<file path="config.mk">
export PLATFORM = sky130hd
export DESIGN_NAME = i2c_register_access_master_flat
export DESIGN_NICKNAME = d
export VERILOG_FILES = /design/src/hdl/i2cram_pkg.sv /design/src/hdl/i2cram_in_if.sv /design/src/hdl/i2cram_out_if.sv /design/src/hdl/i2cram_seq.sv /design/src/hdl/i2c_register_access_master.sv /design/src/flat_wrapper.sv
export SDC_FILE = /design/constraint.sdc
export NUM_CORES = 1
export LEC_CHECK = 0
export ABC_AREA = 0
export BUFFER_PORTS_ARGS = -buffer_cell sky130_fd_sc_hd__buf_2
export CORE_MARGIN = 10
export CORE_UTILIZATION = 45
export DETAILED_ROUTE_END_ITERATION = 8
export GPL_TIMING_DRIVEN = 0
export PLACE_DENSITY = 0.66
export SKIP_CTS_REPAIR_TIMING = 1
export SYNTH_ARGS = -nofsm -noshare
export SYNTH_HDL_FRONTEND = slang
export SYNTH_SLANG_ARGS = --single-unit
</file>
<file path="constraint.sdc">
create_clock -name i_clk -period 4.2 [get_ports i_clk]
set_clock_uncertainty 0.1 [all_clocks]
set_input_delay 0.21 -clock i_clk [delete_from_list [all_inputs] [get_ports i_clk]]
set_output_delay 0.21 -clock i_clk [all_outputs]
set_load 0.03 [all_outputs]
</file>
<file path="src/hdl/i2cram_pkg.sv">
// i2cram_pkg: shared types, command codes and slot line patterns for the
// i2c register access master. No dependencies.
package i2cram_pkg;

    localparam int CNT_W = 7;

    localparam logic [1:0] CMD_TICK       = 2'd0;
    localparam logic [1:0] CMD_WRITE      = 2'd1;
    localparam logic [1:0] CMD_READ_BYTE  = 2'd2;
    localparam logic [1:0] CMD_READ_WORD  = 2'd3;

    localparam logic [CNT_W-1:0] WRITE_SLOTS = 7'd60;
    localparam logic [CNT_W-1:0] READ_SLOTS  = 7'd81;

    localparam logic [7:0] READ_BIT = 8'h01;

    typedef struct packed {
        logic [1:0] cmd;
        logic [7:0] target_reg;
        logic [7:0] write_data;
        logic       sda_sampled;
    } t_item;

    typedef struct packed {
        logic        scl_level;
        logic        sda_level;
        logic        sda_drive_enable;
        logic        busy_res;
        logic        done_res;
        logic [15:0] read_value;
        logic        nack_seen;
    } t_result;

    // {scl, sda, drive} for the three slots of a start condition
    function automatic logic [2:0] start_lines(input logic [1:0] off);
        logic [2:0] v;
        case (off)
            2'd0:    v = 3'b111;
            2'd1:    v = 3'b101;
            default: v = 3'b001;
        endcase
        return v;
    endfunction

    // stop raises scl before sda
    function automatic logic [2:0] stop_lines(input logic [1:0] off);
        logic [2:0] v;
        case (off)
            2'd0:    v = 3'b001;
            2'd1:    v = 3'b101;
            default: v = 3'b111;
        endcase
        return v;
    endfunction

endpackage

</file>
<file path="src/hdl/i2cram_in_if.sv">
// i2cram_in_if: valid/ready channel carrying one tick item into the master.
// No dependencies.
interface i2cram_in_if;
    logic       valid;
    logic       ready;
    logic [1:0] cmd;
    logic [7:0] target_reg;
    logic [7:0] write_data;
    logic       sda_sampled;

    modport source (output valid, cmd, target_reg, write_data, sda_sampled, input ready);
    modport sink   (input valid, cmd, target_reg, write_data, sda_sampled, output ready);
endinterface

</file>
<file path="src/hdl/i2cram_out_if.sv">
// i2cram_out_if: valid/ready channel carrying one bus slot result out.
// No dependencies.
interface i2cram_out_if;
    logic        valid;
    logic        ready;
    logic        scl_level;
    logic        sda_level;
    logic        sda_drive_enable;
    logic        busy_res;
    logic        done_res;
    logic [15:0] read_value;
    logic        nack_seen;

    modport source (output valid, scl_level, sda_level, sda_drive_enable, busy_res,
                    done_res, read_value, nack_seen, input ready);
    modport sink   (input valid, scl_level, sda_level, sda_drive_enable, busy_res,
                    done_res, read_value, nack_seen, output ready);
endinterface

</file>
<file path="src/hdl/i2cram_seq.sv">
// i2cram_seq: slot sequencer holding the transaction state; works out the
// pin levels and flags of one slot per enabled tick. Uses i2cram_pkg.
module i2cram_seq (
    input  logic                i_clk,
    input  logic                i_rst_n,
    input  logic                i_en,
    input  i2cram_pkg::t_item   i_item,
    input  logic [7:0]          i_dev_addr,
    output i2cram_pkg::t_result o_res
);
    import i2cram_pkg::*;

    logic [CNT_W-1:0] r_cnt, n_cnt;
    logic [1:0]       r_kind, n_kind;
    logic             r_phase, n_phase;
    logic [7:0]       r_reg, n_reg;
    logic [7:0]       r_data, n_data;
    logic [7:0]       r_sh, n_sh;
    logic [15:0]      r_rr, n_rr;
    logic             r_nack, n_nack;

    always_comb begin
        logic             start;
        logic [CNT_W-1:0] p;
        logic [CNT_W-1:0] len;
        logic [2:0]       lines;
        logic             send_en;
        logic [7:0]       send_b;
        logic [4:0]       send_off;
        logic             recv_en;
        logic [3:0]       recv_off;
        logic             busy;
        logic             done;

        start = (r_cnt == '0) && (i_item.cmd != CMD_TICK);
        n_kind  = start ? i_item.cmd         : r_kind;
        n_reg   = start ? i_item.target_reg  : r_reg;
        n_data  = start ? i_item.write_data  : r_data;
        n_phase = start ? 1'b0 : r_phase;
        n_nack  = start ? 1'b0 : r_nack;
        n_sh    = start ? 8'h00 : r_sh;
        n_rr    = r_rr;
        p       = start ? CNT_W'(1) : r_cnt;
        n_cnt   = p;

        lines    = 3'b110;
        send_en  = 1'b0;
        send_b   = i_dev_addr;
        send_off = '0;
        recv_en  = 1'b0;
        recv_off = '0;
        busy     = 1'b0;
        done     = 1'b0;
        len      = (n_kind == CMD_WRITE) ? WRITE_SLOTS : READ_SLOTS;

        if (p != '0) begin
            busy = 1'b1;
            if (p <= 7'd3) begin
                lines = start_lines(2'(p - 7'd1));
            end else if (n_kind == CMD_WRITE) begin
                if (p <= 7'd57) begin
                    send_en = 1'b1;
                    if (p <= 7'd21) begin
                        send_b   = i_dev_addr;
                        send_off = 5'(p - 7'd4);
                    end else if (p <= 7'd39) begin
                        send_b   = n_reg;
                        send_off = 5'(p - 7'd22);
                    end else begin
                        send_b   = n_data;
                        send_off = 5'(p - 7'd40);
                    end
                end else if (p <= WRITE_SLOTS) begin
                    lines = stop_lines(2'(p - 7'd58));
                end
            end else begin
                if (p <= 7'd21) begin
                    send_en  = 1'b1;
                    send_b   = i_dev_addr;
                    send_off = 5'(p - 7'd4);
                end else if (p <= 7'd39) begin
                    send_en  = 1'b1;
                    send_b   = n_reg + {7'd0, n_phase};
                    send_off = 5'(p - 7'd22);
                end else if (p <= 7'd42) begin
                    lines = start_lines(2'(p - 7'd40));
                end else if (p <= 7'd60) begin
                    send_en  = 1'b1;
                    send_b   = i_dev_addr + READ_BIT;
                    send_off = 5'(p - 7'd43);
                end else if (p <= 7'd76) begin
                    recv_en  = 1'b1;
                    recv_off = 4'(p - 7'd61);
                end else if (p <= 7'd78) begin
                    // master nack: sda held high by the master
                    lines = {p != 7'd77, 2'b11};
                end else if (p <= READ_SLOTS) begin
                    lines = stop_lines(2'(p - 7'd79));
                end
            end

            if (send_en) begin
                if (!send_off[4]) begin
                    lines = {send_off[0], send_b[3'd7 - send_off[3:1]], 1'b1};
                end else begin
                    // acknowledge pair, sampled on the high slot
                    lines = {send_off[0], 2'b10};
                    if (send_off[0] && i_item.sda_sampled) begin
                        n_nack = 1'b1;
                    end
                end
            end

            if (recv_en) begin
                lines = {recv_off[0], 2'b10};
                if (recv_off[0]) begin
                    n_sh = {n_sh[6:0], i_item.sda_sampled};
                    if (recv_off[3:1] == 3'd7) begin
                        if (n_kind == CMD_READ_WORD) begin
                            n_rr = n_phase ? {r_rr[15:8], n_sh} : {n_sh, 8'h00};
                        end else begin
                            n_rr = {8'h00, n_sh};
                        end
                    end
                end
            end

            if (p >= len) begin
                if (n_kind == CMD_READ_WORD && !n_phase) begin
                    n_phase = 1'b1;
                    n_cnt   = CNT_W'(1);
                end else begin
                    n_cnt = '0;
                    done  = 1'b1;
                end
            end else begin
                n_cnt = p + CNT_W'(1);
            end
        end

        o_res.scl_level        = lines[2];
        o_res.sda_level        = lines[1];
        o_res.sda_drive_enable = lines[0];
        o_res.busy_res         = busy;
        o_res.done_res         = done;
        o_res.read_value       = n_rr;
        o_res.nack_seen        = n_nack;
    end

    always_ff @(posedge i_clk) begin
        if (!i_rst_n) begin
            r_cnt   <= '0;
            r_kind  <= CMD_TICK;
            r_phase <= 1'b0;
            r_reg   <= '0;
            r_data  <= '0;
            r_sh    <= '0;
            r_rr    <= '0;
            r_nack  <= 1'b0;
        end else if (i_en) begin
            r_cnt   <= n_cnt;
            r_kind  <= n_kind;
            r_phase <= n_phase;
            r_reg   <= n_reg;
            r_data  <= n_data;
            r_sh    <= n_sh;
            r_rr    <= n_rr;
            r_nack  <= n_nack;
        end
    end

`ifndef SYNTHESIS
    a_done_busy: assert property (@(posedge i_clk) disable iff (!i_rst_n)
        o_res.done_res |-> o_res.busy_res)
        else $error("done without busy");

    a_idle_lines: assert property (@(posedge i_clk) disable iff (!i_rst_n)
        !o_res.busy_res |-> (o_res.scl_level && o_res.sda_level && !o_res.sda_drive_enable))
        else $error("bus not released while idle");

    a_done_to_idle: assert property (@(posedge i_clk) disable iff (!i_rst_n)
        (i_en && o_res.done_res) |=> (r_cnt == '0))
        else $error("sequencer not idle after done");

    a_tick_stays_idle: assert property (@(posedge i_clk) disable iff (!i_rst_n)
        (i_en && r_cnt == '0 && i_item.cmd == CMD_TICK) |=> (r_cnt == '0))
        else $error("plain tick left idle");

    a_cnt_range: assert property (@(posedge i_clk) disable iff (!i_rst_n)
        r_cnt <= READ_SLOTS)
        else $error("slot counter out of range");
`endif

endmodule

</file>
<file path="src/hdl/i2c_register_access_master.sv">
// Each accepted tick item advances the I2C bus by one timing slot and gives exactly one
// result item with the SCL/SDA levels for that slot, busy, done, the read value and the
// sticky nack flag. One item per clock cycle is taken when the result side keeps up; a
// result is offered once its item has passed the input register and then the result
// register, which holds the slot, and the slot sequencer updates its state once per
// item. A register write takes 60 ticks, a byte read 81 and a word read 162; commands
// while busy are ignored.
// Top level of the i2c register access master; uses i2cram_pkg, i2cram_in_if,
// i2cram_out_if and i2cram_seq.
module i2c_register_access_master (
    input  logic         i_clk,
    input  logic         i_rst_n,
    input  logic         i_cfg_wr_en,
    input  logic [7:0]   i_cfg_wr_data,
    i2cram_in_if.sink    i_item,
    i2cram_out_if.source o_res
);
    import i2cram_pkg::*;

    localparam logic [7:0] DEV_ADDR_RESET = 8'd208;

    logic [7:0] r_dev_addr;
    logic       r_in_valid;
    t_item      r_in;
    logic       r_out_valid;
    t_result    r_out;
    t_result    seq_res;
    logic       advance;

    assign advance      = r_in_valid && (!r_out_valid || o_res.ready);
    assign i_item.ready = !r_in_valid || advance;

    always_ff @(posedge i_clk) begin
        if (!i_rst_n) begin
            r_dev_addr <= DEV_ADDR_RESET;
        end else if (i_cfg_wr_en) begin
            r_dev_addr <= i_cfg_wr_data;
        end
    end

    always_ff @(posedge i_clk) begin
        if (!i_rst_n) begin
            r_in_valid <= 1'b0;
        end else if (i_item.valid && i_item.ready) begin
            r_in_valid <= 1'b1;
        end else if (advance) begin
            r_in_valid <= 1'b0;
        end
    end

    always_ff @(posedge i_clk) begin
        if (i_item.valid && i_item.ready) begin
            r_in.cmd         <= i_item.cmd;
            r_in.target_reg  <= i_item.target_reg;
            r_in.write_data  <= i_item.write_data;
            r_in.sda_sampled <= i_item.sda_sampled;
        end
    end

    i2cram_seq u_seq (
        .i_clk      (i_clk),
        .i_rst_n    (i_rst_n),
        .i_en       (advance),
        .i_item     (r_in),
        .i_dev_addr (r_dev_addr),
        .o_res      (seq_res)
    );

    // result register: holds a finished slot while the sink stalls
    always_ff @(posedge i_clk) begin
        if (!i_rst_n) begin
            r_out_valid <= 1'b0;
        end else if (advance) begin
            r_out_valid <= 1'b1;
        end else if (o_res.ready) begin
            r_out_valid <= 1'b0;
        end
    end

    always_ff @(posedge i_clk) begin
        if (advance) begin
            r_out <= seq_res;
        end
    end

    assign o_res.valid            = r_out_valid;
    assign o_res.scl_level        = r_out.scl_level;
    assign o_res.sda_level        = r_out.sda_level;
    assign o_res.sda_drive_enable = r_out.sda_drive_enable;
    assign o_res.busy_res         = r_out.busy_res;
    assign o_res.done_res         = r_out.done_res;
    assign o_res.read_value       = r_out.read_value;
    assign o_res.nack_seen        = r_out.nack_seen;

endmodule

</file>
<file path="src/flat_wrapper.sv">
// flat-port wrapper written by rule: the top's interface ports become plain ports
module i2c_register_access_master_flat import i2cram_pkg::*;
  (i_clk, i_rst_n, i_cfg_wr_en, i_cfg_wr_data, i_item_valid, i_item_cmd, i_item_target_reg, i_item_write_data, i_item_sda_sampled, i_item_ready, o_res_valid, o_res_scl_level, o_res_sda_level, o_res_sda_drive_enable, o_res_busy_res, o_res_done_res, o_res_read_value, o_res_nack_seen, o_res_ready);
  i2cram_in_if i_item_i ();
  i2cram_out_if o_res_i ();
  input  logic i_clk;
  input  logic i_rst_n;
  input  logic i_cfg_wr_en;
  input  logic [7:0] i_cfg_wr_data;
  input wire logic [$bits(i_item_i.valid)-1:0] i_item_valid;
  input wire logic [$bits(i_item_i.cmd)-1:0] i_item_cmd;
  input wire logic [$bits(i_item_i.target_reg)-1:0] i_item_target_reg;
  input wire logic [$bits(i_item_i.write_data)-1:0] i_item_write_data;
  input wire logic [$bits(i_item_i.sda_sampled)-1:0] i_item_sda_sampled;
  output wire logic [$bits(i_item_i.ready)-1:0] i_item_ready;
  output wire logic [$bits(o_res_i.valid)-1:0] o_res_valid;
  output wire logic [$bits(o_res_i.scl_level)-1:0] o_res_scl_level;
  output wire logic [$bits(o_res_i.sda_level)-1:0] o_res_sda_level;
  output wire logic [$bits(o_res_i.sda_drive_enable)-1:0] o_res_sda_drive_enable;
  output wire logic [$bits(o_res_i.busy_res)-1:0] o_res_busy_res;
  output wire logic [$bits(o_res_i.done_res)-1:0] o_res_done_res;
  output wire logic [$bits(o_res_i.read_value)-1:0] o_res_read_value;
  output wire logic [$bits(o_res_i.nack_seen)-1:0] o_res_nack_seen;
  input wire logic [$bits(o_res_i.ready)-1:0] o_res_ready;
  assign i_item_i.valid = i_item_valid;
  assign i_item_i.cmd = i_item_cmd;
  assign i_item_i.target_reg = i_item_target_reg;
  assign i_item_i.write_data = i_item_write_data;
  assign i_item_i.sda_sampled = i_item_sda_sampled;
  assign i_item_ready = i_item_i.ready;
  assign o_res_valid = o_res_i.valid;
  assign o_res_scl_level = o_res_i.scl_level;
  assign o_res_sda_level = o_res_i.sda_level;
  assign o_res_sda_drive_enable = o_res_i.sda_drive_enable;
  assign o_res_busy_res = o_res_i.busy_res;
  assign o_res_done_res = o_res_i.done_res;
  assign o_res_read_value = o_res_i.read_value;
  assign o_res_nack_seen = o_res_i.nack_seen;
  assign o_res_i.ready = o_res_ready;
  i2c_register_access_master u_core (.i_clk(i_clk), .i_rst_n(i_rst_n), .i_cfg_wr_en(i_cfg_wr_en), .i_cfg_wr_data(i_cfg_wr_data), .i_item(i_item_i), .o_res(o_res_i));
endmodule
</file>
After elaboration in Yosys (flattened, before gate mapping)
Cells that the tools add are included.
{ "classes": {"addsub": 12, "mul": 0, "div_mod_pow": 0, "magnitude_cmp": 11, "n_eq_ne": 8, "shifts": 0, "mux": 97, "bitwise_logic": 1, "n_reduce_logical": 21} }
{ "op_table": {"columns": ["operator", "n"], "rows": [
  ["two-way mux 8 bit", 16],
  ["two-way mux 16 bit", 6],
  ["two-way mux 5 bit", 10],
  ["two-way mux 3 bit", 13],
  ["two-way mux 1 bit", 33],
  ["two-way mux 4 bit", 8],
  ["less-or-equal comparator 7 x 6 -> 1 bit (second input constant)", 4],
  ["two-way mux 7 bit", 4],
  ["one-hot mux 3 bit (2 select lines)", 4],
  ["less-or-equal comparator 7 bit (second input constant)", 3],
  ["equality test 2 x 1 -> 1 bit (second input constant)", 5],
  ["subtractor 5 x 4 -> 5 bit (second input constant)", 2],
  ["adder 8 x 1 -> 8 bit", 1],
  ["adder 8 x 1 -> 8 bit (second input constant)", 1],
  ["zero test 2 bit", 4],
  ["adder 7 x 1 -> 7 bit (second input constant)", 1],
  ["greater-or-equal comparator 7 bit", 1],
  ["less-or-equal comparator 7 x 2 -> 1 bit (second input constant)", 1],
  ["less-or-equal comparator 7 x 5 -> 1 bit (second input constant)", 1],
  ["zero test 7 bit", 1],
  ["inequality test 7 bit (second input constant)", 1],
  ["nonzero test 7 bit", 1],
  ["nonzero test 2 bit", 3],
  ["logical AND 1 bit", 5],
  ["other kinds (16)", 21]
]} }
{ "totals": {"regBits": 102, "latchBits": 0, "ramBits": 0, "romBits": 0, "inputBits": 32, "out_inout_bits": 24, "mem_count": 0} }

Longest topological paths before layout
{ "logic_depth": {"word_depth": 17, "mapped_depth": 19, "mapped_depth_nobuf": 17} }

Hierarchy
Synthesis repeated with hierarchy kept, for this count alone.
{ "unflattened": {"hier_cells": 661, "hier_area_um2": 6049.6} }
{ "modules_own_cells": {"columns": ["module", "n_inst", "cells_per_inst", "area_per_inst_um2"], "rows": [
  ["i2cram_seq", 1, 585, 4435.5],
  ["i2c_register_access_master", 1, 76, 1614.0]
]} }

Worst setup path before layout
Ideal clock, no wire load.
{ "synth_timing": {"path_kind": "register to register", "start": "register u_core.u_seq.r_cnt[2]", "end": "register u_core.r_out, in the netlist u_core.o_res.sda_level (data pin)", "setup_time_ps": 267, "arrival_ps": 3813, "required_ps": 3833, "path_slack_ps": 19, "path_stages_with_launch": 17, "n_path_buf": 1, "cell_sequence": "dfxtp_1 inv_1 ha_1 nor3b_1 nand3_1 clkbuf_1 nand2_1 inv_1 ha_1 o21ai_0 a32oi_1 o211ai_2 a31oi_2 mux2_1 a2111o_1 nand4_1 a31oi_1"} }
{ "synth_via": {"elab_chain_len": 16, "word_cells_on_any_way": 92, "cone_classes": "add/sub: 9; order compare: 9; eq/ne: 5; mux: 60; bitwise: 1; reduce/logical: 8"} }
{ "synth_rtl": {"columns": ["item", "line", "text"], "rows": [
  ["start, declared", "i2cram_seq.sv:13", "logic [CNT_W-1:0] r_cnt, n_cnt;"],
  ["start signal, assigned", "i2cram_seq.sv:161", "r_cnt <= n_cnt;"],
  ["zero test 7 bit", "i2cram_seq.sv:35", "start = (r_cnt == '0) && (i_item.cmd != CMD_TICK);"],
  ["logical AND 1 bit", "i2cram_seq.sv:35", null],
  ["two-way mux 7 bit", "i2cram_seq.sv:43", "p = start ? CNT_W'(1) : r_cnt;"],
  ["less-or-equal comparator 7 x 6 -> 1 bit (tied with other cells)", "i2cram_seq.sv:73, i2cram_seq.sv:87", null],
  ["two-way mux 5 bit (tied with other cells)", "i2cram_seq.sv:87", "end else if (p <= 7'd60) begin"],
  ["two-way mux 5 bit / one-hot mux 3 bit (2 select lines) (equally long branches)", "i2cram_seq.sv:85, i2cram_pkg.sv:48", null],
  ["two-way mux 5 bit / two-way mux 3 bit (equally long branches)", "i2cram_seq.sv:81, i2cram_seq.sv:97", null],
  ["two-way mux 5 bit / two-way mux 3 bit (equally long branches)", "i2cram_seq.sv:77, i2cram_seq.sv:94", null],
  ["two-way mux 5 bit / two-way mux 3 bit (equally long branches)", "i2cram_seq.sv:60, i2cram_seq.sv:91", null],
  ["two-way mux 5 bit / two-way mux 3 bit (equally long branches)", "i2cram_seq.sv:58, i2cram_seq.sv:87", null],
  ["two-way mux 5 bit / two-way mux 3 bit (equally long branches)", "i2cram_seq.sv:56, i2cram_seq.sv:85", null],
  ["subtractor 3 bit / two-way mux 3 bit (equally long branches)", "i2cram_seq.sv:104, i2cram_seq.sv:81", null],
  ["binary-select mux 1 bit (select 3 bit) / two-way mux 3 bit (equally long branches)", "i2cram_seq.sv:104, i2cram_seq.sv:77", null],
  ["two-way mux 1 bit (not written as such) / two-way mux 3 bit (equally long branches)", "i2cram_seq.sv:104, i2cram_seq.sv:60", null],
  ["two-way mux 2 bit / two-way mux 3 bit (equally long branches)", "i2cram_seq.sv:103, i2cram_seq.sv:58", null],
  ["two-way mux 3 bit", "i2cram_seq.sv:102", "if (send_en) begin"],
  ["end signal, assigned", "i2c_register_access_master.sv:82", "r_out <= seq_res;"],
  ["end, declared", "i2c_register_access_master.sv:26", "t_result r_out;"]
]} }
Parallel ways exist; a longest one is shown, timed or not. The select of a mux whose other input is x is not followed.
A chain may end at the register's enable or synchronous reset.

Worst setup path in the final report
Ends and elaborated chain as after synthesis.

==> out/results.tsv <==
stage	metric	value	unit
routing	DRC	0	
power	leakage	2.73	nW
synthesis	Synth area leader	edfxtp_1	
cts	Clock transition at path regs	0.07	ns
power	P per Cell Area	320	mW/mm2
placed_design	DP HPWL	14.0	mm
global_routing	first-pass GRT wire length	29.7	mm
synthesis	#FFs+latches synth	101	
synthesis	Synth Warn #	0	
finish	Seq. cell area	0.00244	mm2
floorplanning	die area	0.0187	mm2
global_routing	largest net degree at the start of global routing	32	
floorplanning	CORE AREA	0.0133	mm2
sta	shortest period the worst path allows	4.12	ns
sta	maximum clock rate	243	MHz
finish	Layout area overhead	22.9	%
cts	worst skew pair latency	0.36	ns
synthesis	EDFF count, synth	41	
worst_setup_path	CP Launch Type	flop	
finish	area of the multi-input gates	0.00367	mm2
sta	hold_ws	-0.0223	ns
synthesis	Distinct cells, synth	79	
routing	drt pass-1 iters	5	
synthesis	largest cells by area after synthesis	edfxtp_1 20%, dfxtp_1 20%, nand2_1 6.3%, ha_1 4.7%, mux2i_1 3.4%	
worst_setup_path	CP max-delay cell	or3b_4	
routing	mean routed wirelength per cell	19.6	um
sta	measured slew at the worst slew-check pin	1.09	ns
job	max cap viols	0	
status	failing checks	negative hold slack	
finish	ant diodes	0	
floorplanning	Die W	137	um
worst_setup_path	crit path from	u_core.u_seq.r_cnt[2]	
cts	cts bufs inserted	9	
synthesis	FFs w/ async S/R, synth	0	
worst_setup_path	CP most frequent cell	inv_4	
worst_setup_path	cells along the critical path	inv_4 -> ha_4 -> or3b_4 -> o31ai_4 -> buf_4 -> inv_4 -> o22a_1 -> nor2_1 -> buf_2 -> a21oi_1 -> o221ai_1 -> o21ai_0 -> a211o_1 -> nand4_1 -> a31oi_1	
cts	CTS root buffer	clkbuf_16	
routing	Post-DRT Antenna Nets	0	
finish	layout cells sized above 1	0.194	
synthesis	register area share after synthesis	0.395	
power	VDD IR max	0.000219	V
cts	Longest Clk Path Bufs	2	
floorplanning	# rows	42	
routing	Starting DRT DRC Count	519	
placed_design	Area after DPL	0.00664	mm2
cts	CTS tree	done	
global_routing	vias in the first global route	5671	
status	outcome	finished, violations left	
global_routing	initial antenna violation count	0	
synthesis	Top FF cell, synth	dfxtp_1	
sta	max-slew violations	0	
finish	Largest Register	u_core.r_in	
sta	worst setup slack after layout	0.0784	ns
worst_setup_path	CP Capture Type	flop	
sta	period utilization	0.981	
worst_setup_path	Reg2Reg Setup Slack	0.08	ns
finish	fin nets	864	
routing	total wire length	19.4	mm
worst_setup_path	Crit Reg-Reg Startpoint	u_core.u_seq.r_cnt[2]	
synthesis	syn_area_per_cell	8.77	um2
synthesis	synthesized cell area	0.00615	mm2
worst_setup_path	R2R Path End	u_core.o_res.sda_level	
worst_setup_path	crit path capture	u_core.o_res.sda_level	
worst_setup_path	R2R cell count	15	
finish	Largest register FFs	19	
routing	DR vias/cell	6.00	
sta	Relative slew margins	0.265	
cts	Sink Count	101	
synthesis	Post-Synthesis Cells	701	
routing	via count	5937	
sta	setup_tns	0	ns
global_routing	grt total ovfl	0	
synthesis	syn nets	756	
placed_design	pre-CTS WS	-1.44	ns
sta	# setup viols final	0	
floorplanning	Initial Util	0.463	
sta	Final Hold Fails	1	
power	total power	2.42	mW
placed_design	routability cong.	0.947	
worst_setup_path	critical path class	reg2reg	
worst_setup_path	Worst EP required	4.18	ns
worst_setup_path	Crit Path Max Fanout	10	
floorplanning	die height	137	um
cts	H-tree depth	3	
floorplanning	Ports	56	
global_routing	Overall Global Routing Usage	0.200	
finish	fill count	1247	
finish	final instance area	0.00756	mm2
hold_path	HP Class	in2reg	
synthesis	post-synth top area share	0.200	
worst_setup_path	WP data arrival	4.10	ns
placed_design	port buffer count	53	
worst_setup_path	crit-path max cell delay	0.41	ns
power breakdown:
| part | internal [mW] | switching (mW) |
|---|---|---|
| sequential | 1.07 | 0.0317 |
| clock | 0.414 | 0.399 |
| combinational | 0.200 | 0.307 |
| total | 1.68 | 0.738 |
stage by stage:
stage,util,instances
6_report,0.569,990
5_1_grt,0.569,990
4_1_cts,0.521,946
3_5_place_dp,0.499,930
3_3_place_gp,0.499,930
2_1_floorplan,-,701
synthesized netlist by cell type, drive strengths merged, types with 7 or more instances:
library cell / number
and3: 7
ha: 23
edfxtp: 41
o21ai: 37
xnor2: 10
mux2i: 21
nor3b: 9
a31oi: 10
inv: 17
nand2: 104
nor3: 11
dfxtp: 60
a21oi: 32
buf: 9
and2: 7
clkbuf: 35
nor2b: 30
a22o: 8
a22oi: 17
nor2: 46
nor4: 7
nand4: 16
o211ai: 8
a21boi: 20
nand3: 23
metal layers:
metal / up-vias / global-route usage / share of wire
li1: 2798 / - / -
met1: 2842 / 0.251 / 0.42
met5: - / 0 / 0
met3: 60 / 0.0400 / 0.063
met4: 0 / 0.105 / 0.037
met2: 237 / 0.316 / 0.48
cells by family (layout without fill, tap and decap cells):
| logic type | count (synthesis) | after routing | synth area share |
|---|---|---|---|
| simple gates | 284 | 284 | 0.234 |
| compound gates | 190 | 190 | 0.220 |
| flops | 101 | 101 | 0.395 |
| buf+inv | 65 | 178 | 0.0423 |
| mux | 24 | 24 | 0.0415 |
| fa+ha+maj | 23 | 23 | 0.0468 |
| xor+xnor | 14 | 14 | 0.0199 |
worst max-delay path, delay by kind of cell, from the launching register on:
family                     cells  cell delay (ns)
AOI/OAI and AO/OA              7             1.57
adders and majority gates      1             0.15
DFF                            1             0.37
buffers and inverters          4             0.76
and+or+nand+nor                3             0.88
layout make-up:
| type | instances | area share |
|---|---|---|
| inverter | 21 | 0.0114 |
| clock buffer | 10 | 0.0303 |
| multi-input combinational | 535 | 0.486 |
| clock inverter | 6 | 0.00761 |
| timing repair buffer | 99 | 0.0877 |
| buffer | 42 | 0.0258 |
| tap | 176 | 0.0291 |
| sequential | 101 | 0.322 |
cell usage in the layout, fill, tap and decap left out, types with 10 or more instances in the layout:
cell type        n
a21boi_0        20
a21oi_1         32
a22oi_1         17
buf_2           57
buf_4           26
clkbuf_1        33
dfxtp_1         58
dlygate4sd3_1   21
edfxtp_1        41
ha_1            17
inv_1           13
mux2i_1         21
nand2_1        100
nand3_1         19
nand4_1         16
nor2_1          44
nor2b_1         29
o21ai_0         31
xnor2_1         10
worst min-delay path by stage:
| stage | startpoint | to | slack, ns | depth (start not counted) |
|---|---|---|---|---|
| after floorplan | i_item_sda_sampled | u_core.r_in[0] | 0.21 | 0 |
| after global placement | i_item_cmd[1] | u_core.r_in[18] | 0.29 | 1 |
| after detailed placement | i_item_write_data[1] | u_core.r_in[2] | 0.29 | 1 |
| after CTS | i_item_cmd[1] | u_core.r_in[18] | -0.08 | 1 |
| after global routing | i_cfg_wr_data[6] | u_core.r_dev_addr[6] | 0.02 | 3 |
| final | i_cfg_wr_data[6] | u_core.r_dev_addr[6] | -0.02 | 3 |
Note: power is estimated with default switching activity, not from simulation.
